[src/design/lpfd_pkg.sv]
package lpfd_pkg;

  // parser phase
  typedef enum logic [1:0] {
    PH_HEADER  = 2'd0,
    PH_BODY    = 2'd1,
    PH_DISCARD = 2'd2
  } phase_t;

  // result kinds
  localparam logic [1:0] KIND_BYTE  = 2'd0;
  localparam logic [1:0] KIND_EMPTY = 2'd1;
  localparam logic [1:0] KIND_ERROR = 2'd2;

  // error codes
  localparam logic [1:0] ERR_MAGIC   = 2'd0;
  localparam logic [1:0] ERR_VERSION = 2'd1;
  localparam logic [1:0] ERR_TYPE    = 2'd2;
  localparam logic [1:0] ERR_LENGTH  = 2'd3;

  // register indexes
  localparam logic [2:0] CFG_MAGIC    = 3'd0;
  localparam logic [2:0] CFG_VERSION  = 3'd1;
  localparam logic [2:0] CFG_TYPE_LO  = 3'd2;
  localparam logic [2:0] CFG_TYPE_HI  = 3'd3;
  localparam logic [2:0] CFG_MAX_LEN  = 3'd4;

  // register reset values
  localparam logic [15:0] RST_MAGIC    = 16'h4348;
  localparam logic [7:0]  RST_VERSION  = 8'd1;
  localparam logic [7:0]  RST_TYPE_LO  = 8'd1;
  localparam logic [7:0]  RST_TYPE_HI  = 8'd2;
  localparam logic [31:0] RST_MAX_LEN  = 32'd1048576;

  localparam int HDR_BITS = 64;

  // configuration set seen by the header checker
  typedef struct packed {
    logic [15:0] magic;
    logic [7:0]  version;
    logic [7:0]  type_lo;
    logic [7:0]  type_hi;
    logic [31:0] max_len;
  } cfg_t;

  // header check verdict
  typedef struct packed {
    logic        bad;
    logic [1:0]  code;
    logic        empty;
    logic [7:0]  msg_type;
    logic [31:0] len;
  } hdr_chk_t;

endpackage

[src/design/length_prefixed_frame_deframer_core.sv]
// channel   handshake              payload
// -------   ---------------------  ------------------------------------------------
// input     in_valid / in_ready    stream_byte[7:0], chunk_end
// output    out_valid / out_ready  result_kind[1:0], message_type[7:0],
//                                  body_byte[7:0], last_of_message, error_code[1:0]
// config    cfg_we                 cfg_index[2:0], cfg_data[31:0]
//
// one input beat per cycle unless the output stalls; a beat waits in the input
// register and its result, if any, enters the output register as the beat leaves.
// the single-pass step (header check, body count, discard) between the two registers
// sets the rate; the input register is refilled in the cycle it drains.
// rst is synchronous and clears the phase, counters and both valid flags.
// a stalled output holds the input register, which then keeps in_ready low.
module length_prefixed_frame_deframer_core import lpfd_pkg::*; (
  input  logic        clk,
  input  logic        rst,
  input  logic        in_valid,
  output logic        in_ready,
  input  logic [7:0]  stream_byte,
  input  logic        chunk_end,
  output logic        out_valid,
  input  logic        out_ready,
  output logic [1:0]  result_kind,
  output logic [7:0]  message_type,
  output logic [7:0]  body_byte,
  output logic        last_of_message,
  output logic [1:0]  error_code,
  input  logic        cfg_we,
  input  logic [2:0]  cfg_index,
  input  logic [31:0] cfg_data
);

  cfg_t cfg;

  // input register
  logic       s_valid;
  logic [7:0] s_byte;
  logic       s_end;

  // parser state
  phase_t      phase, phase_next;
  logic [2:0]  header_count, header_count_next;
  logic [55:0] header_shift, header_shift_next;
  logic [31:0] body_remaining, body_remaining_next;
  logic [7:0]  current_type, current_type_next;

  logic        out_free;
  logic        advance;
  logic [31:0] rem_dec;
  hdr_chk_t    chk;

  // result of this step
  logic       res_valid;
  logic [1:0] res_kind;
  logic [7:0] res_type;
  logic [7:0] res_byte;
  logic       res_last;
  logic [1:0] res_code;

  assign out_free = !out_valid || out_ready;
  assign advance  = s_valid && out_free;
  assign in_ready = !s_valid || advance;
  assign rem_dec  = body_remaining - 32'd1;

  // configuration registers
  always_ff @(posedge clk) begin
    if (rst) begin
      cfg.magic   <= RST_MAGIC;
      cfg.version <= RST_VERSION;
      cfg.type_lo <= RST_TYPE_LO;
      cfg.type_hi <= RST_TYPE_HI;
      cfg.max_len <= RST_MAX_LEN;
    end else if (cfg_we) begin
      unique case (cfg_index)
        CFG_MAGIC:   cfg.magic   <= cfg_data[15:0];
        CFG_VERSION: cfg.version <= cfg_data[7:0];
        CFG_TYPE_LO: cfg.type_lo <= cfg_data[7:0];
        CFG_TYPE_HI: cfg.type_hi <= cfg_data[7:0];
        CFG_MAX_LEN: cfg.max_len <= cfg_data;
        default: ;
      endcase
    end
  end

  // input register
  always_ff @(posedge clk) begin
    if (rst) begin
      s_valid <= 1'b0;
    end else if (in_ready) begin
      s_valid <= in_valid;
    end
    if (in_valid && in_ready) begin
      s_byte <= stream_byte;
      s_end  <= chunk_end;
    end
  end

  // header check on the full eight bytes
  lpfd_hdr_check u_hdr_check (
    .hdr ({header_shift, s_byte}),
    .cfg (cfg),
    .chk (chk)
  );

  // next state and result
  always_comb begin
    phase_next          = phase;
    header_count_next   = header_count;
    header_shift_next   = header_shift;
    body_remaining_next = body_remaining;
    current_type_next   = current_type;
    res_valid           = 1'b0;
    res_kind            = KIND_BYTE;
    res_type            = 8'd0;
    res_byte            = 8'd0;
    res_last            = 1'b0;
    res_code            = ERR_MAGIC;
    if (advance) begin
      unique case (phase)
        PH_DISCARD: begin
          if (s_end) begin
            phase_next        = PH_HEADER;
            header_count_next = 3'd0;
          end
        end
        PH_BODY: begin
          body_remaining_next = rem_dec;
          res_valid           = 1'b1;
          res_kind            = KIND_BYTE;
          res_type            = current_type;
          res_byte            = s_byte;
          res_last            = (rem_dec == 32'd0);
          if (rem_dec == 32'd0) begin
            phase_next        = PH_HEADER;
            header_count_next = 3'd0;
          end
        end
        default: begin
          phase_next = PH_HEADER;
          if (header_count != 3'd7) begin
            header_shift_next = {header_shift[47:0], s_byte};
            header_count_next = header_count + 3'd1;
          end else begin
            header_count_next = 3'd0;
            header_shift_next = 56'd0;
            if (chk.bad) begin
              // drop up to the chunk end unless this beat closes it
              phase_next = s_end ? PH_HEADER : PH_DISCARD;
              res_valid  = 1'b1;
              res_kind   = KIND_ERROR;
              res_code   = chk.code;
            end else begin
              current_type_next = chk.msg_type;
              if (chk.empty) begin
                res_valid = 1'b1;
                res_kind  = KIND_EMPTY;
                res_type  = chk.msg_type;
                res_last  = 1'b1;
              end else begin
                body_remaining_next = chk.len;
                phase_next          = PH_BODY;
              end
            end
          end
        end
      endcase
    end
  end

  // parser state registers
  always_ff @(posedge clk) begin
    if (rst) begin
      phase          <= PH_HEADER;
      header_count   <= 3'd0;
      header_shift   <= 56'd0;
      body_remaining <= 32'd0;
      current_type   <= 8'd0;
    end else begin
      phase          <= phase_next;
      header_count   <= header_count_next;
      header_shift   <= header_shift_next;
      body_remaining <= body_remaining_next;
      current_type   <= current_type_next;
    end
  end

  // output register
  always_ff @(posedge clk) begin
    if (rst) begin
      out_valid <= 1'b0;
    end else if (advance) begin
      out_valid <= res_valid;
    end else if (out_ready) begin
      out_valid <= 1'b0;
    end
    if (advance && res_valid) begin
      result_kind     <= res_kind;
      message_type    <= res_type;
      body_byte       <= res_byte;
      last_of_message <= res_last;
      error_code      <= res_code;
    end
  end

endmodule

[src/design/lpfd_hdr_check.sv]
module lpfd_hdr_check import lpfd_pkg::*; (
  input  logic [HDR_BITS-1:0] hdr,
  input  cfg_t                cfg,
  output hdr_chk_t            chk
);

  logic [15:0] magic;
  logic [7:0]  version;
  logic [7:0]  msg_type;
  logic [31:0] len;

  // big-endian field split
  assign magic    = hdr[63:48];
  assign version  = hdr[47:40];
  assign msg_type = hdr[39:32];
  assign len      = hdr[31:0];

  // checks in priority order, first failure wins
  always_comb begin
    chk.bad      = 1'b1;
    chk.code     = ERR_MAGIC;
    chk.empty    = (len == 32'd0);
    chk.msg_type = msg_type;
    chk.len      = len;
    if (magic != cfg.magic) begin
      chk.code = ERR_MAGIC;
    end else if (version != cfg.version) begin
      chk.code = ERR_VERSION;
    end else if ((msg_type < cfg.type_lo) || (msg_type > cfg.type_hi)) begin
      chk.code = ERR_TYPE;
    end else if (len > cfg.max_len) begin
      chk.code = ERR_LENGTH;
    end else begin
      chk.bad = 1'b0;
    end
  end

endmodule

[config.mk]
export PLATFORM = sky130hd
export DESIGN_NAME = length_prefixed_frame_deframer_core
export DESIGN_NICKNAME = d
export VERILOG_FILES = /design/src/design/lpfd_pkg.sv /design/src/design/length_prefixed_frame_deframer_core.sv /design/src/design/lpfd_hdr_check.sv
export SDC_FILE = /design/constraint.sdc
export NUM_CORES = 1
export LEC_CHECK = 0
export BUFFER_PORTS_ARGS = -buffer_cell sky130_fd_sc_hd__clkbuf_2
export CELL_PAD_IN_SITES_DETAIL_PLACEMENT = 0
export CELL_PAD_IN_SITES_GLOBAL_PLACEMENT = 1
export CORE_MARGIN = 2
export CORE_UTILIZATION = 46
export CTS_BUF_LIST = sky130_fd_sc_hd__clkbuf_16
export DETAILED_ROUTE_END_ITERATION = 7
export PLACE_DENSITY = 0.89
export SYNTH_ARGS = -nofsm -noshare
export SYNTH_HDL_FRONTEND = slang
export SYNTH_HIERARCHICAL = 1
export SYNTH_SLANG_ARGS = --single-unit
[constraint.sdc]
create_clock -name clk -period 4.35 [get_ports clk]
set_input_delay 0.87 -clock clk [delete_from_list [all_inputs] [get_ports clk]]
set_output_delay 0.87 -clock clk [all_outputs]
set_load 0.01 [all_outputs]
Yosys cells after proc, flatten, opt, wreduce, memory -nomap -nowiden
Cells that the tools add are included.
Cells by class
  mux-type cells: 39
  bitwise gates (word level): 5
  equal/unequal tests: 14
  reductions and logical operators: 27
  order comparisons: 3
  add/subtract/negate cells: 2
Operators with widths (number)
  $mux W32: 3
  $logic_not A32 Y1: 2
  $pmux W32 S2: 1
  $mux W56: 1
  $gt A32 B32 Y1: 1
  $sub A32 B1 Y32 const B: 1
  $mux W8: 3
  $mux W2: 8
  $ne A16 B16 Y1: 1
  $pmux W8 S2: 1
  $mux W1: 15
  $reduce_and A2 Y1: 7
  $mux W3: 3
  $gt A8 B8 Y1: 1
  $lt A8 B8 Y1: 1
  $ne A8 B8 Y1: 1
  $reduce_or A7 Y1: 1
  $eq A3 B2 Y1 const B: 2
  $ne A2 B1 Y1 const B: 3
  $pmux W3 S2: 1
  $reduce_or A6 Y1: 1
  $not A1 Y1: 5
  $reduce_and A5 Y1: 1
  $reduce_or A5 Y1: 1
  other kinds (18): 25
Word-level totals
  input port bits: 49
  word-level logic and storage cells: 111
  register bits after elaboration: 205
  output and inout port bits: 23

Depth between registers and ports, before layout
Gate-level depths: netlist (run 1).
  depth in word-level cells: 10
  gate-level depth with buffers: 16

By module
The synthesis (run 1) kept the hierarchy.
By module, submodules not included
  length_prefixed_frame_deframer_core: instances 1, area an instance 8680.8 um^2, cells an instance 1040
  lpfd_hdr_check: instances 1, area an instance 1875.5 um^2, cells an instance 255

Worst setup path before layout (run 1)
No wires, ideal clock.
  path kind: register to register
  from: register s_byte[7]
  to: register body_remaining[14]
  cell stages (with the launch flop): 15
  required time: 4.222 ns
  arrival time: 3.046 ns
  library setup time: 0.128 ns
  clock period less this slack: 3.174 ns
  path slack: 1.176 ns
  buffers on the path: 1
  cells stage by stage: edfxtp_1 ha_1 nand4_1 or4_1 nor2b_1 a21oi_1 nor2_2 nand4b_1 nor2_1 a21oi_1 nor3_1 clkbuf_1 nand2_1 a21oi_1 nor2_1
RTL lines
  start, declared: RTL line length_prefixed_frame_deframer_core.sv:37  | logic [7:0] s_byte;
  start signal, assigned: RTL line length_prefixed_frame_deframer_core.sv:93  | s_byte <= stream_byte;
  end signal, assigned: RTL line length_prefixed_frame_deframer_core.sv:182  | body_remaining <= body_remaining_next;
  end, declared: RTL line length_prefixed_frame_deframer_core.sv:44  | logic [31:0] body_remaining, body_remaining_next;

==> results_dict.tcl, run 1 <==
set metrics [dict create \
    nNetsFinal 1397 \
    grtUsageTotal_pct 22.5 \
    pin_count 72 \
    cp.arrival_ns 4.32 \
    nFillCells 2170 \
    cts_htree_levels 1 \
    r2r_slack_ns 0.46 \
    synth_edf_count 30 \
    drc 0 \
    grt_pass1_vias 8376 \
    clk_pin_slew_worst_paths_ns 0.06 \
    drt-pass1-iter-count 5 \
    cp-end-kind "flop" \
    cts.repair.resized 0 \
    r2r-start "s_byte[3]$_DFFE_PP_" \
    synth_cells 1295 \
    grt_max_degree 89 \
    clock_sinks 205 \
    layout_commonest_cell "nand2_1" \
    holdWs_ns 0.454 \
    multi_input_area_sq_um 5360 \
    syn_area_per_cell_sq_um 8.15 \
    worst_pin_slew_ns 0.838 \
    slew_viol_final 0 \
    clock_skew_ns 0.0142 \
    async_flop_share_pct 0 \
    hpwl_um 19200 \
    layout_min_cycle_time_ns 3.89 \
    clk_path_buf_depth 3 \
    antenna_found_initial 0 \
    drive_gt1_share_pct 11.1 \
    clockRootBuffer "clkbuf_16" \
    finalCritPeriodShare_pct 89.4 \
    start_util_pct 46.8 \
    critPathCapture "body_remaining[12]$_SDFFE_PP0P_" \
    die_w_um 155 \
    setup-tns-final_ns 0 \
    syn2layout_area_growth_pct 9.21 \
    cts_tree "done" \
    p_leak_nw 4.53 \
    dp.cells 1555 \
    postCtsSetupRepairBufs 0 \
    io_buffers 71 \
    vias 8855 \
    setup_viol 0 \
    crit_start "s_byte[3]$_DFFE_PP_" \
    drt_iter0_drc 630 \
    powerDensity_nw_per_um2 343 \
    yosysWarningCount 6 \
    clock_latency_ns 0.51 \
    synth-seq-area-share_pct 41.7 \
    worstSetupPathType "reg -> reg" \
    wl_um 27700 \
    fp.dieH_um 155 \
    holdCritPathClass "reg -> reg" \
    cts_hold_buffers 0 \
    wire_per_inst_um 17.3 \
    placed_area_sq_um 10900 \
    postRouteAntennaNets 0 \
    cp_max_fo 20 \
    cap_violations 0 \
    relSlewSlack_pct 44.1 \
    core_region_area_sq_um 22600 \
    viasPerCell 5.55 \
    antenna_cells 0 \
    synth.net_count 1397 \
    max_stage_delay_ns 0.65 \
    syn_area_sq_um 10600 \
    grt_pass1_wl_um 44100 \
    worstPathCellList "ha_1 > nand4_1 > or4_1 > nor2b_1 > a21oi_1 > nor2_2 > nand4b_1 > nor2_1 > a21oi_1 > or3_1 > buf_4 > nor2_1 > nor2_1 > a211oi_1" \
    grt-ovfl-total 0 \
    synth-seq-cells 205 \
    vdd_drop_max_mv 0.321 \
    synth_ff_type "dfxtp_1" \
    r2r_cells 14 \
    cts_buffers 23 \
    cp-start-kind "flop" \
    max_freq_mhz 257 \
    synth_cell_types 62 \
    holdPathStages 2 \
    r2r_end "body_remaining[12]$_SDFFE_PP0P_" \
    rsz0062_at_grt "no" \
    critPathSlowestCell "or3_1" \
    gp_congestion 0.884 \
    hold_viol 0 \
    final_cell_mix "193 x nand2_1, 182 x a21oi_1, 175 x dfxtp_1" \
    design_area_sq_um 11500 \
    rows 55 \
    seqCellArea_sq_um 4400 \
    run_status "finished clean" \
    required_ns 4.78 \
    die_area_sq_um 24200 \
    fin_cells 1595 \
    cp_common_cell "nor2_1" \
]
[stage by stage]
step | util, % | power, mW | setup WS [ns]
2_1_floorplan | - | 2.16 | 1.18
3_3_place_gp | 48.1 | 2.23 | 0.685
3_5_place_dp | 48.1 | 2.23 | 0.552
4_1_cts | 51.1 | 3.97 | 0.541
5_1_grt | 51.1 | 4.09 | 0.219
6_report | 51.1 | 3.95 | 0.461
[where the power goes]
| group | leakage, nW | internal (mW) | switching (mW) |
|---|---|---|---|
| sequential | 1.74 | 1.95 | 0.0232 |
| clock | 0.353 | 0.991 | 0.770 |
| combinational | 2.44 | 0.0777 | 0.146 |
| total | 4.53 | 3.01 | 0.939 |
[cells by family (layout without fill, tap and decap cells)]
group | count (synthesis) | in the layout | synth area share (%)
AOI/OAI and AO/OA | 282 | 282 | 15.3
muxes | 11 | 11 | 1.04
buffers and inverters | 175 | 190 | 7.66
xor gates and xnor gates | 30 | 30 | 2.49
and+or+nand+nor | 539 | 539 | 25.5
DFF | 205 | 205 | 41.7
adders and majority gates | 53 | 53 | 6.28
[final cells by class]
cell class / instances / area share (%)
well taps: 285 / 3.09
inverters: 61 / 1.99
repair buffers: 89 / 4.38
multi-input cells: 915 / 46.5
clock buffers: 24 / 5.21
clock inverters: 16 / 0.619
flip-flops and latches: 205 / 38.2
[synth_stat cells, types with 2 or more instances]
library cell	number	area [sq um]
nor4_2	3	37.5
inv_1	60	225
nor3b_1	57	428
a22oi_1	13	97.6
nor4_1	20	125
clkbuf_1	72	270
ha_1	53	663
nor3_1	18	90.1
nor4b_1	2	17.5
nand3b_1	16	120
nand3_1	13	65.1
a211oi_1	10	75.1
or3_1	5	31.3
edfxtp_1	30	901
nor2b_1	10	62.6
and3_1	13	81.3
and2_1	5	31.3
or2_2	3	18.8
mux2i_1	11	110
nand4b_1	2	17.5
nand2b_1	3	18.8
a21o_1	6	45.0
nand4_1	22	138
nor2_1	137	514
and3b_1	2	17.5
o211ai_1	3	22.5
a41oi_1	2	17.5
a21oi_1	182	911
buf_4	40	300
a31o_2	2	17.5
o22ai_1	8	50.1
a31oi_1	5	31.3
dfxtp_1	175	3500
nand2_1	194	728
o21ai_0	27	135
o2bb2ai_1	2	17.5
o31ai_1	10	75.1
o21a_1	4	30.0
xnor2_1	12	105
nand4_2	2	25.0
or4_1	3	22.5
xor2_1	18	158
[registers in the layout, summed over array words and instances (netlist names)]
register	flops
phase	2
current_type	8
header_count	3
header_shift	56
body_remaining	32
cfg	72
body_byte	8
message_type	8
s_valid	1
error_code	2
s_end	1
last_of_message	1
out_valid	1
result_kind	2
s_byte	8
[routing by layer]
layer	share of wire, %	GRT usage, %
met1	46	30.4
met2	48	38.7
met3	4.4	2.56
met4	1.8	5.50
met5	0	0
[critical path, delay by kind of cell (launching register included)]
family                     cells  cell delay, ns
and+or+nand+nor                9            2.26
DFF                            1            0.47
AOI/OAI and AO/OA              3            0.40
adders and majority gates      1            0.35
buffers and inverters          1            0.31
[how the worst min path moves through the flow]
stage,from,to,slack (ns)
floorplan,cfg[10]$_SDFFE_PP0P_,cfg[10]$_SDFFE_PP0P_,0.44
global placement,cfg[47]$_SDFFE_PP0P_,cfg[47]$_SDFFE_PP0P_,0.44
finish,cfg[42]$_SDFFE_PP0P_,cfg[42]$_SDFFE_PP0P_,0.45
detailed placement,cfg[42]$_SDFFE_PP0P_,cfg[42]$_SDFFE_PP0P_,0.45
global route,cfg[30]$_SDFFE_PP0P_,cfg[30]$_SDFFE_PP0P_,0.47
CTS,cfg[42]$_SDFFE_PP0P_,cfg[42]$_SDFFE_PP0P_,0.45
Note: power is estimated with default switching activity, not from simulation.
==> run 2: changes to the inputs <==
--- a/config.mk
+++ b/config.mk
@@ -13,6 +13,7 @@
 export CTS_BUF_LIST = sky130_fd_sc_hd__clkbuf_16
 export DETAILED_ROUTE_END_ITERATION = 7
 export PLACE_DENSITY = 0.89
+export REMOVE_ABC_BUFFERS = 1
 export SYNTH_ARGS = -nofsm -noshare
 export SYNTH_HDL_FRONTEND = slang
 export SYNTH_HIERARCHICAL = 1
==> run 2 against run 1 <==
Against the previous run:
- sequential power about the same
- maximum frequency up 1.1%
- clock power down 2%
- clock-buffer cell count down 1
- final cell count up 0.44%
- worst hold slack better by 0.00063 ns
- via count up 0.65%
- sequential share of layout area down 0.070 points
- critical path depth unchanged
- global-route usage about the same
- worst setup slack better by 0.043 ns
- critical path type unchanged
- largest cell class unchanged
- largest power group unchanged
==> results_dict.tcl, run 2 (synthesis gave the netlist of run 1 again) <==
set metrics [dict create \
    design_area_sq_um 11500 \
    start_util_pct 46.8 \
    cp-end-kind "flop" \
    clk_pin_slew_worst_paths_ns 0.06 \
    cp_common_cell "a21oi_1" \
    hpwl_um 19300 \
    slew_viol_final 0 \
    die_area_sq_um 24200 \
    drt_iter0_drc 577 \
    max_stage_delay_ns 0.67 \
    rsz0062_at_grt "no" \
    relSlewSlack_pct 24.6 \
    powerDensity_nw_per_um2 338 \
    worstSetupPathType "reg -> reg" \
    cts_hold_buffers 0 \
    io_buffers 71 \
    cp-start-kind "flop" \
    finalCritPeriodShare_pct 88.4 \
    nNetsFinal 1402 \
    drt-pass1-iter-count 5 \
    reg_top3 "cfg x72, header_shift x56, body_remaining x32" \
    pin_count 72 \
    clock_latency_ns 0.52 \
    placed_area_sq_um 10900 \
    grt_pass1_wl_um 43900 \
    grt_pass1_vias 8339 \
    rows 55 \
    largest_reg_flops 72 \
    r2r-start "s_byte[7]$_DFFE_PP_" \
    r2r_slack_ns 0.50 \
    seqCellArea_sq_um 4400 \
    setup_viol 0 \
    nFillCells 2176 \
    crit_start "s_byte[7]$_DFFE_PP_" \
    fp.dieH_um 155 \
    syn2layout_area_growth_pct 9.41 \
    antenna_cells 0 \
    layout_min_cycle_time_ns 3.85 \
    hold_viol 0 \
    grt-ovfl-total 0 \
    clock_skew_ns 0.0180 \
    max_freq_mhz 260 \
    worst_pin_slew_ns 1.13 \
    drive_gt1_share_pct 11.1 \
    multi_input_area_sq_um 5360 \
    cts_htree_levels 1 \
    largest_register "cfg" \
    die_w_um 155 \
    clk_path_buf_depth 3 \
    critPathSlowestCell "or3_1" \
    grt_max_degree 113 \
    r2r_cells 14 \
    wl_um 27500 \
    postCtsSetupRepairBufs 0 \
    clockRootBuffer "clkbuf_16" \
    cts.repair.resized 0 \
    clock_sinks 205 \
    critPathCapture "body_remaining[16]$_SDFFE_PP0P_" \
    p_leak_nw 4.57 \
    viasPerCell 5.56 \
    drc 0 \
    vdd_drop_max_mv 0.276 \
    cts_buffers 23 \
    vias 8913 \
    holdWs_ns 0.455 \
    final_cell_mix "193 x nand2_1, 182 x a21oi_1, 175 x dfxtp_1" \
    cp_max_fo 22 \
    finalPower_mw 3.91 \
    worstPathCellList "ha_1 > nand4_1 > or4_1 > nor2b_1 > a21oi_1 > nor2_2 > nand4b_1 > nor2_1 > a21oi_1 > or3_1 > buf_4 > a211oi_1 > a21oi_1 > nor2_1" \
    gp_congestion 0.898 \
    holdCritPathClass "reg -> reg" \
    cap_violations 0 \
    required_ns 4.80 \
    cts_tree "done" \
    grtUsageTotal_pct 22.5 \
    wire_per_inst_um 17.2 \
    core_region_area_sq_um 22600 \
    r2r_end "body_remaining[16]$_SDFFE_PP0P_" \
    postRouteAntennaNets 0 \
    run_status "finished clean" \
    cp.arrival_ns 4.29 \
    layout_commonest_cell "nand2_1" \
    antenna_found_initial 0 \
]
## run 2: cell count changes in the layout (fill, tap and decap cells not counted)
cell | previous run | this run
buf_4 | 18 | 23
clkbuf_16 | 24 | 23
clkinv_2 | 5 | 3
inv_1 | 64 | 70
inv_2 | 2 | 1
## run 2: critical path, delay by kind of cell (launching register included)
family                   cells  cell delay, ns
buffers and inverters        1            0.31
AND/OR/NAND/NOR              8            2.20
AO/OA/AOI/OAI                4            0.45
flip-flops                   1            0.47
adder cells (fa/ha/maj)      1            0.36
## run 2: power by group
group	switching [mW]	internal, mW	total [mW]
Clock	0.764	0.953	1.72
Sequential	0.0228	1.95	1.97
Combinational	0.144	0.0780	0.222
## run 2: stage by stage
stage / setup slack, ns / setup TNS, ns / util (%) / instances
6_report: 0.503 / 0 / 51.2 / 1602
5_1_grt: 0.227 / 0 / 51.2 / 1602
4_1_cts: 0.553 / 0 / 51.2 / 1602
3_5_place_dp: 0.595 / 0 / 48.3 / 1560
3_3_place_gp: 0.722 / 0 / 48.3 / 1560
2_1_floorplan: -0.126 / -0.513 / - / 1181
## run 2: final cells by class
type	count	area share [%]
Tap cell	285	3.09
Clock buffer	23	4.98
Timing Repair Buffer	94	4.70
Multi-Input combinational cell	915	46.4
Sequential cell	205	38.1
Inverter	61	1.98
Clock inverter	19	0.693
## run 2: worst min-delay path by stage
stage                               startpoint                   end  slack (ns)  cells past startpoint
after detailed placement  cfg[14]$_SDFFE_PP0P_  cfg[14]$_SDFFE_PP0P_        0.45                      2
after global placement    cfg[41]$_SDFFE_PP0P_  cfg[41]$_SDFFE_PP0P_        0.44                      2
after floorplan           cfg[10]$_SDFFE_PP0P_  cfg[10]$_SDFFE_PP0P_        0.43                      2
after global routing      cfg[46]$_SDFFE_PP0P_  cfg[46]$_SDFFE_PP0P_        0.47                      2
final                     cfg[42]$_SDFFE_PP0P_  cfg[42]$_SDFFE_PP0P_        0.45                      2
after CTS                 cfg[14]$_SDFFE_PP0P_  cfg[14]$_SDFFE_PP0P_        0.46                      2
## run 2: metal layers
| layer | share of wire (%) | global-route usage [%] |
|---|---|---|
| met4 | 3.9 | 8.65 |
| met1 | 45 | 31.0 |
| met2 | 46 | 36.1 |
| met5 | 0 | 0 |
| met3 | 4.8 | 3.06 |
==> run 3: changes to the inputs <==
--- a/config.mk
+++ b/config.mk
@@ -5,14 +5,15 @@
 export SDC_FILE = /design/constraint.sdc
 export NUM_CORES = 1
 export LEC_CHECK = 0
-export BUFFER_PORTS_ARGS = -buffer_cell sky130_fd_sc_hd__clkbuf_2
 export CELL_PAD_IN_SITES_DETAIL_PLACEMENT = 0
 export CELL_PAD_IN_SITES_GLOBAL_PLACEMENT = 1
 export CORE_MARGIN = 2
-export CORE_UTILIZATION = 46
+export CORE_UTILIZATION = 48
 export CTS_BUF_LIST = sky130_fd_sc_hd__clkbuf_16
+export CTS_CLUSTER_SIZE = 28
 export DETAILED_ROUTE_END_ITERATION = 7
-export PLACE_DENSITY = 0.89
+export DONT_BUFFER_PORTS = 1
+export PLACE_DENSITY = 0.88
 export REMOVE_ABC_BUFFERS = 1
 export SYNTH_ARGS = -nofsm -noshare
 export SYNTH_HDL_FRONTEND = slang
==> run 3 against run 2 <==
Against the previous run:
- total power grew 2.3%
- final area shrank 2.9%
- clock skew shrank 0.0075 ns
- clock-buffer cell count grew 2
- critical path type unchanged
- critical endpoint is now body_remaining[21]$_SDFFE_PP0P_
==> results_dict.tcl, run 3 (synthesis gave the netlist of run 1 again) <==
set metrics [dict create \
    nNetsFinal 1327 \
    postCtsSetupRepairBufs 0 \
    grtUsageTotal_pct 22.3 \
    critPathSlowestCell "or3_1" \
    clock_skew_ns 0.0105 \
    reg_top3 "cfg x72, header_shift x56, body_remaining x32" \
    grt_max_degree 178 \
    rows 54 \
    drc 0 \
    grt.busiest_layer "met2" \
    cts_hold_buffers 0 \
    largest_reg_flops 72 \
    cp.arrival_ns 4.30 \
    rsz0062_at_grt "no" \
    drt_iter0_drc 633 \
    worstSetupPathType "reg -> reg" \
    setup_viol 0 \
    cp_common_cell "a21oi_1" \
    grt_pass1_wl_um 42800 \
    layout_min_cycle_time_ns 3.90 \
    cts.repair.resized 0 \
    antenna_cells 0 \
    die_w_um 152 \
    grt-ovfl-total 0 \
    vdd_drop_max_mv 0.304 \
    cts_htree_levels 1 \
    hold_viol 0 \
    final_cell_mix "193 x nand2_1, 182 x a21oi_1, 175 x dfxtp_1" \
    postRouteAntennaNets 0 \
    drt-pass1-iter-count 5 \
    vias 8612 \
    worst_pin_slew_ns 1.11 \
    max_freq_mhz 257 \
    cpLargestDelayFamily "simple AND/OR/NAND/NOR gates" \
    pin_count 72 \
    clock_latency_ns 0.52 \
    cts_buffers 24 \
    syn2layout_area_growth_pct 6.19 \
    setup-tns-final_ns 0 \
    wire_per_inst_um 17.5 \
    cp-start-kind "flop" \
    start_util_pct 48.7 \
    cp_max_fo 27 \
    cp-end-kind "flop" \
    fp.dieH_um 152 \
    io_buffers 0 \
    relSlewSlack_pct 26.2 \
    clk_path_buf_depth 3 \
    clock_sinks 205 \
    holdWs_ns 0.444 \
    viasPerCell 5.65 \
    cts_tree "done" \
    die_area_sq_um 23200 \
    grt_use_met3_pct 3.61 \
    finalCritPeriodShare_pct 89.6 \
    worstPathCellList "ha_1 > nand4_1 > or4_1 > nor2b_1 > a21oi_1 > nor2_2 > nand4b_1 > nor2_1 > a21oi_1 > or3_1 > a21oi_1 > o22ai_1 > nor2b_1" \
    largest_register "cfg" \
    hpwl_um 18200 \
    utilization_pct 51.7 \
    grt_pass1_vias 8068 \
    run_status "finished clean" \
    required_ns 4.75 \
    slew_viol_final 0 \
    p_leak_nw 4.25 \
    cap_violations 0 \
    wl_um 26700 \
    met2_usage_pct 35.4 \
    met1_usage_pct 30.9 \
    clk_pin_slew_worst_paths_ns 0.06 \
    finalPower_mw 4.00 \
    drive_gt1_share_pct 5.95 \
    cp_num_buf_inv 0 \
    clockRootBuffer "clkbuf_16" \
    max_stage_delay_ns 0.76 \
    core_region_area_sq_um 21700 \
    fin_ws_ns 0.451 \
    place_ws_ns 0.543 \
    nFillCells 2071 \
    layout_commonest_cell "nand2_1" \
    antenna_found_initial 0 \
    powerDensity_nw_per_um2 357 \
    holdCritPathClass "in -> reg" \
    gp_congestion 0.891 \
]
## run 3: final timing paths
kind | startpoint | endpoint | slack, ns | depth (start not counted)
hold reg to reg | cfg[23]$_SDFFE_PP0P_ | cfg[23]$_SDFFE_PP0P_ | 0.45 | 2
hold / removal | stream_byte[6] | s_byte[6]$_DFFE_PP_ | 0.44 | 0
setup / recovery | s_byte[5]$_DFFE_PP_ | body_remaining[21]$_SDFFE_PP0P_ | 0.45 | 13
setup reg to reg | s_byte[5]$_DFFE_PP_ | body_remaining[21]$_SDFFE_PP0P_ | 0.45 | 13
## run 3: per-stage QoR
stage | std cells | area (sq um)
5_1_grt | 1523 | 11200
3_3_place_gp | 1479 | 10500
6_report | 1523 | 11200
2_1_floorplan | 1181 | 9980
4_1_cts | 1523 | 11200
3_5_place_dp | 1479 | 10500
## run 3: layer usage
metal	share of wire (%)	vias up
met1	46	4040
met5	0	-
met3	5.3	53
met2	45	203
li1	-	4316
met4	3.2	0
## run 3: area by class of cell
class	count	area (sq um)	area share [%]
clock buffers	25	626	5.58
clock inverters	19	104	0.926
inverters	61	229	2.04
multi-input cells	915	5360	47.8
flip-flops and latches	205	4400	39.3
well taps	280	350	3.13
repair buffers	18	135	1.21
## run 3: report_power, final
group          total [mW]  switching, mW  internal [mW]
logic               0.154         0.0945         0.0594
registers            1.97         0.0246           1.95
clock network        1.87          0.784           1.09
total                4.00          0.903           3.09
